$ cat config.mk
export PLATFORM = sky130hd
export DESIGN_NAME = x2_handover_sequencer
export DESIGN_NICKNAME = d
export VERILOG_FILES = /design/src/x2hs_pkg.sv /design/src/x2_handover_sequencer.sv /design/src/x2hs_step.sv
export SDC_FILE = /design/constraint.sdc
export NUM_CORES = 1
export LEC_CHECK = 0
export BUFFER_PORTS_ARGS = -buffer_cell sky130_fd_sc_hd__buf_2
export CORE_MARGIN = 10
export CORE_UTILIZATION = 61
export DETAILED_ROUTE_END_ITERATION = 6
export PLACE_DENSITY_LB_ADDON = 0.25
export SLEW_MARGIN = 20
export SYNTH_ARGS = -nofsm -noshare
export SYNTH_HDL_FRONTEND = slang
export SYNTH_HIERARCHICAL = 1
export SYNTH_SLANG_ARGS = --single-unit
$ cat constraint.sdc
create_clock -name clk -period 7 [get_ports clk]
set_input_delay 1.05 -clock clk [delete_from_list [all_inputs] [get_ports clk]]
set_output_delay 1.05 -clock clk [all_outputs]
set_load 0.01 [all_outputs]
$ cat src/x2hs_pkg.sv
// x2hs_pkg: types, codes and constants shared by the x2 handover sequencer
// depends on nothing; imported by x2hs_step and x2_handover_sequencer
package x2hs_pkg;

    localparam int COUNTER_WIDTH = 16;
    localparam int LOAD_W        = 11;
    localparam int PCI_W         = 10;
    localparam int CNT_OUT_W     = 16;

    localparam logic [LOAD_W-1:0] LOAD_LIMIT_RESET = 11'd973;

    // procedure state, one-hot
    typedef enum logic [12:0] {
        ST_INIT        = 13'b0000000000001,
        ST_MEAS        = 13'b0000000000010,
        ST_REQ         = 13'b0000000000100,
        ST_REQ_ACK     = 13'b0000000001000,
        ST_SN          = 13'b0000000010000,
        ST_RECONF      = 13'b0000000100000,
        ST_DETACH      = 13'b0000001000000,
        ST_RACH        = 13'b0000010000000,
        ST_RECONF_DONE = 13'b0000100000000,
        ST_PATH        = 13'b0001000000000,
        ST_RELEASE     = 13'b0010000000000,
        ST_COMPLETE    = 13'b0100000000000,
        ST_FAILED      = 13'b1000000000000
    } state_t;

    // external state numbering
    localparam logic [3:0] CODE_INIT        = 4'd0;
    localparam logic [3:0] CODE_MEAS        = 4'd1;
    localparam logic [3:0] CODE_REQ         = 4'd2;
    localparam logic [3:0] CODE_REQ_ACK     = 4'd3;
    localparam logic [3:0] CODE_SN          = 4'd4;
    localparam logic [3:0] CODE_RECONF      = 4'd5;
    localparam logic [3:0] CODE_DETACH      = 4'd6;
    localparam logic [3:0] CODE_RACH        = 4'd7;
    localparam logic [3:0] CODE_RECONF_DONE = 4'd8;
    localparam logic [3:0] CODE_PATH        = 4'd9;
    localparam logic [3:0] CODE_RELEASE     = 4'd10;
    localparam logic [3:0] CODE_COMPLETE    = 4'd11;
    localparam logic [3:0] CODE_FAILED      = 4'd12;

    typedef enum logic [2:0] {
        PH_IDLE  = 3'd0,
        PH_MEAS  = 3'd1,
        PH_PREP  = 3'd2,
        PH_EXEC  = 3'd3,
        PH_COMPL = 3'd4,
        PH_FAIL  = 3'd5
    } phase_t;

    typedef struct packed {
        logic              restart;
        logic              ho_trigger;
        logic              target_present;
        logic              target_barred;
        logic [LOAD_W-1:0] target_load;
        logic [PCI_W-1:0]  target_pci;
        logic              reconf_accepted;
        logic              rach_ok;
        logic              path_ack;
    } in_t;

    typedef struct packed {
        logic [3:0]           next_proc_state;
        logic [2:0]           phase;
        logic                 running;
        logic [CNT_OUT_W-1:0] failures;
        logic [CNT_OUT_W-1:0] handovers;
        logic [PCI_W-1:0]     serving_pci;
        logic [PCI_W-1:0]     pending_pci;
        logic                 clear_ho_timer;
    } out_t;

    // procedure context carried from step to step
    typedef struct packed {
        state_t                   state;
        phase_t                   phase;
        logic [COUNTER_WIDTH-1:0] fail_count;
        logic [COUNTER_WIDTH-1:0] ho_count;
        logic [PCI_W-1:0]         serving_id;
        logic [PCI_W-1:0]         target_id;
    } ctx_t;

    function automatic logic [3:0] state_code(input state_t s);
        logic [3:0] c;
        case (s)
            ST_INIT:        c = CODE_INIT;
            ST_MEAS:        c = CODE_MEAS;
            ST_REQ:         c = CODE_REQ;
            ST_REQ_ACK:     c = CODE_REQ_ACK;
            ST_SN:          c = CODE_SN;
            ST_RECONF:      c = CODE_RECONF;
            ST_DETACH:      c = CODE_DETACH;
            ST_RACH:        c = CODE_RACH;
            ST_RECONF_DONE: c = CODE_RECONF_DONE;
            ST_PATH:        c = CODE_PATH;
            ST_RELEASE:     c = CODE_RELEASE;
            ST_COMPLETE:    c = CODE_COMPLETE;
            ST_FAILED:      c = CODE_FAILED;
            default:        c = CODE_INIT;
        endcase
        return c;
    endfunction

    function automatic logic [COUNTER_WIDTH-1:0] sat_inc(input logic [COUNTER_WIDTH-1:0] v);
        return (v == '1) ? v : v + 1'b1;
    endfunction

    // counters leave on a fixed 16 bit field: low bits, zero extended if narrower
    function automatic logic [CNT_OUT_W-1:0] cnt_out(input logic [COUNTER_WIDTH-1:0] v);
        logic [31:0] w;
        w = 32'(v);
        return w[CNT_OUT_W-1:0];
    endfunction

endpackage

$ cat src/x2_handover_sequencer.sv
// x2_handover_sequencer: top level of the x2 handover procedure sequencer
// depends on x2hs_pkg and x2hs_step
//
// usage
// - in channel (in_valid, in_ready, in_data): one beat is one procedure step event
// - out channel (out_valid, out_ready, out_data): exactly one result beat per event,
//   in event order, carrying the procedure state, phase and counters after the step
// - cfg channel (cfg_valid, cfg_ready, cfg_data): writes the admission load limit
//   (q1.10); cfg_ready is always high, write only while no event is in flight
// - path: an accepted event waits in the event register, then its step result is loaded
//   into the result register that drives out_data
// - throughput: one event per cycle while results are taken, set by the single step
//   decode between the event register and the result register; the state updates on
//   the same edge that loads the result, so the following event already sees it
// - stall: while out_ready is low the result holds and the event register takes one more
//   event if it is empty, then in_ready drops until the result is taken
// - reset: procedure in init, phase idle, counters and cell ids zero,
//   load limit 973 (0.95 in q1.10), both channels empty
module x2_handover_sequencer
    import x2hs_pkg::*;
(
    input  logic              clk,
    input  logic              rst_n,
    input  logic              in_valid,
    output logic              in_ready,
    input  in_t               in_data,
    output logic              out_valid,
    input  logic              out_ready,
    output out_t              out_data,
    input  logic              cfg_valid,
    output logic              cfg_ready,
    input  logic [LOAD_W-1:0] cfg_data
);

    // event register
    logic              ev_valid_reg;
    logic              ev_valid_next;
    in_t               ev_data_reg;

    // result register
    logic              res_valid_reg;
    logic              res_valid_next;
    out_t              res_data_reg;

    // procedure context and config
    ctx_t              ctx_reg;
    ctx_t              ctx_next;
    out_t              step_result;
    logic [LOAD_W-1:0] limit_reg;

    logic              in_fire;
    logic              res_free;
    logic              ev_advance;

    // result slot is free when empty or being drained this cycle
    assign res_free   = !res_valid_reg || out_ready;
    assign ev_advance = ev_valid_reg && res_free;
    // event register takes a beat when empty or moving on to the result slot
    assign in_ready   = !ev_valid_reg || res_free;
    assign in_fire    = in_valid && in_ready;
    assign cfg_ready  = 1'b1;

    assign out_valid  = res_valid_reg;
    assign out_data   = res_data_reg;

    always_comb
    begin
        if (in_fire)
        begin
            ev_valid_next = 1'b1;
        end
        else if (ev_advance)
        begin
            ev_valid_next = 1'b0;
        end
        else
        begin
            ev_valid_next = ev_valid_reg;
        end

        if (ev_advance)
        begin
            res_valid_next = 1'b1;
        end
        else if (out_ready)
        begin
            res_valid_next = 1'b0;
        end
        else
        begin
            res_valid_next = res_valid_reg;
        end
    end

    x2hs_step u_step (
        .ctx        (ctx_reg),
        .item       (ev_data_reg),
        .load_limit (limit_reg),
        .ctx_next   (ctx_next),
        .result     (step_result)
    );

    // control state and procedure context
    always_ff @(posedge clk or negedge rst_n)
    begin
        if (!rst_n)
        begin
            ev_valid_reg       <= 1'b0;
            res_valid_reg      <= 1'b0;
            ctx_reg.state      <= ST_INIT;
            ctx_reg.phase      <= PH_IDLE;
            ctx_reg.fail_count <= '0;
            ctx_reg.ho_count   <= '0;
            ctx_reg.serving_id <= '0;
            ctx_reg.target_id  <= '0;
            limit_reg          <= LOAD_LIMIT_RESET;
        end
        else
        begin
            ev_valid_reg  <= ev_valid_next;
            res_valid_reg <= res_valid_next;
            if (ev_advance)
            begin
                ctx_reg <= ctx_next;
            end
            if (cfg_valid && cfg_ready)
            begin
                limit_reg <= cfg_data;
            end
        end
    end

    // payload registers, no reset
    always_ff @(posedge clk)
    begin
        if (in_fire)
        begin
            ev_data_reg <= in_data;
        end
        if (ev_advance)
        begin
            res_data_reg <= step_result;
        end
    end

    // the procedure state register always holds exactly one state
    assert property (@(posedge clk) disable iff (!rst_n) $onehot(ctx_reg.state))
        else $error("procedure state not one-hot");

    // back-pressure only comes from a full event register behind a stalled result
    assert property (@(posedge clk) disable iff (!rst_n)
        !in_ready |-> (ev_valid_reg && res_valid_reg && !out_ready))
        else $error("input stalled without a blocked result");

    // the handover timer clear only comes with the step into complete
    assert property (@(posedge clk) disable iff (!rst_n)
        (res_valid_reg && res_data_reg.clear_ho_timer)
        |-> (res_data_reg.next_proc_state == CODE_COMPLETE))
        else $error("timer clear outside completion");

    // the failure counter never goes backwards
    assert property (@(posedge clk) disable iff (!rst_n)
        ctx_reg.fail_count >= $past(ctx_reg.fail_count))
        else $error("failure counter decreased");

endmodule

$ cat src/x2hs_step.sv
// x2hs_step: one procedure step, current context and event in, next context and result out
// depends on x2hs_pkg
module x2hs_step
    import x2hs_pkg::*;
(
    input  ctx_t              ctx,
    input  in_t               item,
    input  logic [LOAD_W-1:0] load_limit,
    output ctx_t              ctx_next,
    output out_t              result
);

    logic running;
    logic clear_timer;
    logic admit;

    assign admit = item.target_present && !item.target_barred
                   && (item.target_load < load_limit);

    always_comb
    begin
        ctx_next    = ctx;
        running     = 1'b1;
        clear_timer = 1'b0;
        if (item.restart)
        begin
            ctx_next.state = ST_INIT;
            ctx_next.phase = PH_IDLE;
            running        = 1'b0;
        end
        else
        begin
            case (ctx.state)
                ST_INIT:
                begin
                    if (item.ho_trigger)
                    begin
                        ctx_next.state = ST_MEAS;
                        ctx_next.phase = PH_MEAS;
                    end
                end
                ST_MEAS:
                begin
                    if (item.ho_trigger)
                    begin
                        ctx_next.state = ST_REQ;
                        ctx_next.phase = PH_PREP;
                    end
                end
                ST_REQ:
                begin
                    if (admit)
                    begin
                        ctx_next.state = ST_REQ_ACK;
                    end
                    else
                    begin
                        ctx_next.state      = ST_FAILED;
                        ctx_next.phase      = PH_FAIL;
                        ctx_next.fail_count = sat_inc(ctx.fail_count);
                    end
                end
                ST_REQ_ACK:
                begin
                    ctx_next.state = ST_SN;
                end
                ST_SN:
                begin
                    ctx_next.state = ST_RECONF;
                    ctx_next.phase = PH_EXEC;
                end
                ST_RECONF:
                begin
                    if (item.reconf_accepted)
                    begin
                        ctx_next.state     = ST_DETACH;
                        ctx_next.target_id = item.target_present ? item.target_pci : '0;
                    end
                    else
                    begin
                        ctx_next.state      = ST_FAILED;
                        ctx_next.phase      = PH_FAIL;
                        ctx_next.fail_count = sat_inc(ctx.fail_count);
                    end
                end
                ST_DETACH:
                begin
                    ctx_next.state = ST_RACH;
                end
                ST_RACH:
                begin
                    if (item.rach_ok)
                    begin
                        ctx_next.state = ST_RECONF_DONE;
                    end
                    else
                    begin
                        ctx_next.state      = ST_FAILED;
                        ctx_next.phase      = PH_FAIL;
                        ctx_next.fail_count = sat_inc(ctx.fail_count);
                    end
                end
                ST_RECONF_DONE:
                begin
                    ctx_next.state = ST_PATH;
                    ctx_next.phase = PH_COMPL;
                end
                ST_PATH:
                begin
                    if (item.path_ack)
                    begin
                        ctx_next.state = ST_RELEASE;
                    end
                    else
                    begin
                        ctx_next.state      = ST_FAILED;
                        ctx_next.phase      = PH_FAIL;
                        ctx_next.fail_count = sat_inc(ctx.fail_count);
                    end
                end
                ST_RELEASE:
                begin
                    ctx_next.state      = ST_COMPLETE;
                    ctx_next.phase      = PH_COMPL;
                    ctx_next.ho_count   = sat_inc(ctx.ho_count);
                    ctx_next.serving_id = ctx.target_id;
                    ctx_next.target_id  = '0;
                    clear_timer         = 1'b1;
                end
                ST_COMPLETE:
                begin
                    ctx_next.phase = PH_IDLE;
                    running        = 1'b0;
                end
                ST_FAILED:
                begin
                    ctx_next.phase = PH_FAIL;
                    running        = 1'b0;
                end
                default:
                begin
                    running = 1'b0;
                end
            endcase
        end
    end

    always_comb
    begin
        result.next_proc_state = state_code(ctx_next.state);
        result.phase           = ctx_next.phase;
        result.running         = running;
        result.failures        = cnt_out(ctx_next.fail_count);
        result.handovers       = cnt_out(ctx_next.ho_count);
        result.serving_pci     = ctx_next.serving_id;
        result.pending_pci     = ctx_next.target_id;
        result.clear_ho_timer  = clear_timer;
    end

endmodule
### Word level (Yosys, flattened, before mapping)

Index checks and enable logic that the tools add are counted.

* output and inout port bits: 64
* bits of input ports: 44
* flip-flop bits (word level): 170

* reduce and logical (&&, ||, !) cells: 13
* equality and inequality tests: 27
* muxes and demuxes: 28
* $add $sub $neg: 2
* $lt $le $gt $ge: 1

Operators with widths (count)
* $pmux W13 S11: 1
* $mux W16: 5
* $mux W19: 4
* $pmux W16 S4: 1
* $mux W13: 4
* $mux W52: 1
* $pmux W4 S12: 1
* $add A16 B1 Y16 const B: 2
* $eq A16 B16 Y1 const B: 2
* $pmux W3 S10: 1
* $eq A13 B10 Y1 const B: 2
* $eq A13 B11 Y1 const B: 2
* $eq A13 B12 Y1 const B: 2
* $eq A13 B13 Y1 const B: 2
* $eq A13 B2 Y1 const B: 2
* $eq A13 B3 Y1 const B: 2
* $eq A13 B4 Y1 const B: 2
* $eq A13 B5 Y1 const B: 2
* $eq A13 B6 Y1 const B: 2
* $eq A13 B7 Y1 const B: 2
* $eq A13 B8 Y1 const B: 2
* $eq A13 B9 Y1 const B: 2
* $mux W26: 1
* $mux W10: 2
* other kinds (10): 22

### Longest topological paths before layout

* depth in word-level cells: 8
* gate-level depth with buffers: 12

### Hierarchy

The synthesis kept the hierarchy.

Modules (own cells, without submodules)
* x2_handover_sequencer: cells each 266, instances 1, seq. area each 4709.5 µm², area an instance 5751.8 µm²
* x2hs_step: cells each 456, instances 1, seq. area each 0.0 µm², area an instance 3066.7 µm²

### Worst setup path after synthesis

Ideal clock, no wire load.

* kind: input port to flip-flop
* from: in out_ready
* to: reg res_data_reg, in the netlist out_data[0] (enable)
* arrival time: 2.715 ns
* slack: 3.870 ns
* path buffers: 2
* stages on the path: 5
* setup time: 0.415 ns
* cell sequence: nand2b_4 nand2_4 buf_6 buf_6 inv_1

* longest elaborated chain between the ends: 2

Ends and longest elaborated chain
* start: declaration: line x2_handover_sequencer.sv:28 `input logic out_ready,`
* $logic_or A1 B1 Y1: line x2_handover_sequencer.sv:56 `assign res_free = !res_valid_reg || out_ready;`
* $logic_and A1 B1 Y1: line x2_handover_sequencer.sv:57 `assign ev_advance = ev_valid_reg && res_free;`
* named net ev_advance: line x2_handover_sequencer.sv:53 `logic ev_advance;`
* end signal: assignment: line x2_handover_sequencer.sv:142 `res_data_reg <= step_result;`
* end: declaration: line x2_handover_sequencer.sv:43 `out_t res_data_reg;`

The timed path passes the listed nets, and every way through them passes these cells.
A chain may end at the register's enable or synchronous reset.

==> summary.txt <==
Outcome = finished, final reports clean
First-pass GRT wire length = 30.8 mm
Critical R2R Launch = ctx_reg[59]$_DFFE_PN0P_
Critical path depth in cells = 8
Port-buffer cells = 106
Post-synthesis register bit count = 170
Clock Skews = 0.0146 ns
Reg area = 4710 µm²
Setup Slack @ Placement = 3.51 ns
N_diodes = 0
Tcrit/Tclk final = 51.4%
Clock root buffer = clkbuf_16
Switching Power = 0.697 mW
Post-route cell area = 9620 µm²
Required @ worst endpoint = 7.31 ns
H-tree levels = 4
RD Place Congestion = 0.963
Post-synth EDFFs = 89
Vert. Die Dim = 140 µm
Vias in the first global route = 5989
Final hold violation count = 0
CP Launch Type = flop
Post-DP HPWL = 13.1 mm
Fillers = 1011
Initial core utilization = 62.8%
CP top delay family = simple AND/OR/NAND/NOR gates
Unique masters post-synth = 80
Pwr Density = 265 nW/µm²
DRC Markers = 0
Avg WL per Cell = 19.6 µm
Area grow syn2layout = 9.08%
Worst hold path class = in -> async
Total number of yosys warnings = 6
Setup crit end kind = flop
Initial antenna violation count = 0
RSZ-0062 raised after global routing = false
Nets@finish = 821
Largest family of logic cells by synthesized area = simple AND/OR/NAND/NOR gates
I/O pins = 108
Placed Area = 9000 µm²
CP startpoint = ctx_reg[59]$_DFFE_PN0P_
Post-synth top area share = 30.3%
Clock Path Buffers = 2
Non-filler cells in the finished layout = 958
Slowest stage cell, crit path = or4_4
Largest net degree at the start of global routing = 78
Crit-path cells = or4_4, nor4_2, a311o_2, and2_1, nand2_1, nor3_1, xor2_1, mux2_2
Max IR drop VDD = 0.191 mV
Core Area = 14000 µm²
Setup TNS = 0 ns
Cells taking the most area after synthesis = edfxtp_1 (30%), dfrtp_1 (21%), mux2_2 (10%)
Sequential Power Share = 45.5%
Via Count = 5805
Synth Flop Type = edfxtp_1
Final Max Slew Viols = 0
Setup CP Type = reg -> reg
Post-cts hold buffer count = 0
DIE AREA = 19700 µm²
Net Sw Frac = 27.4%
WHS = 0.409 ns
Drt first-iter violations = 428
Final Critical Period = 3.60 ns
Post-Syn Area per Cell = 12.2 µm²
Worst-Margin Slew = 1.02 ns
Synth Area in Adders = 1.70%
Reg clk slew, reported paths = 0.07 ns
Gate power share = 16.2%
Antenna Nets Post-Route = 0
Clock power share = 38.2%
Commonest cells after routing, fill and taps aside = buf_2 (105), edfxtp_1 (89), mux2_2 (81)
Layout cells sized above 1 = 34.3%
Mapped Cells = 722
Die width = 140 µm
Internal power = 1.85 mW
Worst r2r dst = ctx_reg[39]$_DFFE_PN0P_
Post-Synth XOR/XNOR Area = 2.78%
# resized after CTS = 0
Total grt overflow = 0
PnR worst setup slack = 3.40 ns
Drt via density = 6.06
Worst path max stage delay = 0.66 ns
CP endpoint = ctx_reg[39]$_DFFE_PN0P_
Post-CTS setup buffers = 0
Total clock sinks = 170
Clock Latency Late Sink = 0.43 ns
Leading area contributor after synthesis = edfxtp_1
Synth Area in Compound Gates = 8.97%
Seq/Total Area, Yosys = 53.4%
DRT Wirelength = 18.7 mm
Router iterations before antenna repair = 5
Standard-cell rows = 43
Max reg flops = 68
Post-Place Cells = 926
Total GRT Usage = 19.2%
Crit-path max FO = 16
Num CTS Buffers = 17
Area of the multi-input gates = 3390 µm²
Fmax = 0.278 GHz
LEAKAGE = 4.19 nW
Commonest non-fill, non-tap cell in the layout = buf_2
WP buf/inv = 0
Mux contribution to synthesized area = 12.0%
Slew Limit Headroom = 32.0%
Syn Nets = 778
Worst Reg-to-Reg Cells = 8
CTS tree = yes
Reg2reg setup slack = 3.40 ns
Setup Viol. Count Final = 0
Synth Cell Area = 8820 µm²
Max cap viols = 0
Crit path DAT = 3.91 ns
Synth Area in Simple Gates = 12.9%
Async set or reset register ratio after synthesis = 47.6%
[cell type report]
| cell class | instances | area share, % |
|---|---|---|
| inverter | 28 | 1.09 |
| sequential | 170 | 49.0 |
| multi-input combinational | 436 | 35.2 |
| clock buffer | 17 | 4.42 |
| timing repair buffer | 112 | 6.05 |
| tap | 180 | 2.34 |
| clock inverter | 15 | 1.94 |
[synth_stat cells (10+ instances only)]
cell and number:
a21oi_1 19, a22o_1 14, a31oi_1 12, and2_1 10, buf_2 17, buf_4 59, dfrtp_1 73, edfxtp_1 89
ha_1 12, inv_1 27, mux2_2 81, nand2_1 45, nand3_1 19, nor2_1 42, o21ai_0 13, xnor2_1 20
[logic make-up (layout without fill, tap and decap cells)]
family,after synthesis,count (layout)
AOI/OAI and AO/OA,107,107
xor gates and xnor gates,28,28
adders and majority gates,12,12
buffers and inverters,116,172
DFF,170,170
muxes,91,91
other,1,1
and+or+nand+nor,197,197
[per-layer routing]
metal	track usage, %	up-vias	wire [µm]
li1	-	2680	-
met2	30.8	250	8930
met3	6.49	40	1450
met1	23.0	2835	7880
met5	0	-	0
met4	8.53	0	481
[metrics by stage]
stage / utilization [%] / total power [mW]
global route: 68.5 / 2.65
finish: 68.5 / 2.55
detailed placement: 64.1 / 1.59
global placement: 64.1 / 1.58
floorplan: - / 1.48
CTS: 68.5 / 2.56
[worst register-to-register path: stages, from the launching register on]
cell,delay (ns)
dfrtp_1,0.58
or4_4,0.66
nor4_2,0.36
a311o_2,0.44
and2_1,0.44
nand2_1,0.31
nor3_1,0.31
xor2_1,0.12
mux2_2,0.27
[power groups by stage]
stage                     registers, mW  logic [mW]  clock network (mW)
after global routing               1.17       0.447                1.04
after CTS                          1.16       0.409               0.990
after global placement             1.18       0.398                   0
after detailed placement           1.18       0.409                   0
after floorplan                    1.17       0.305                   0
final                              1.16       0.413               0.974
[how the worst min path moves through the flow]
stage | from | end | slack, ns | cells past startpoint
floorplan | ctx_reg[61]$_DFFE_PN0P_ | ctx_reg[61]$_DFFE_PN0P_ | 0.47 | 1
global placement | ctx_reg[13]$_DFFE_PN0P_ | ctx_reg[13]$_DFFE_PN0P_ | 0.48 | 1
detailed placement | ctx_reg[13]$_DFFE_PN0P_ | ctx_reg[13]$_DFFE_PN0P_ | 0.49 | 1
CTS | rst_n | ctx_reg[15]$_DFFE_PN0P_ | 0.40 | 1
global route | rst_n | ctx_reg[15]$_DFFE_PN0P_ | 0.40 | 1
finish | rst_n | ctx_reg[15]$_DFFE_PN0P_ | 0.41 | 1
Note: power is estimated with default switching activity, not from simulation.
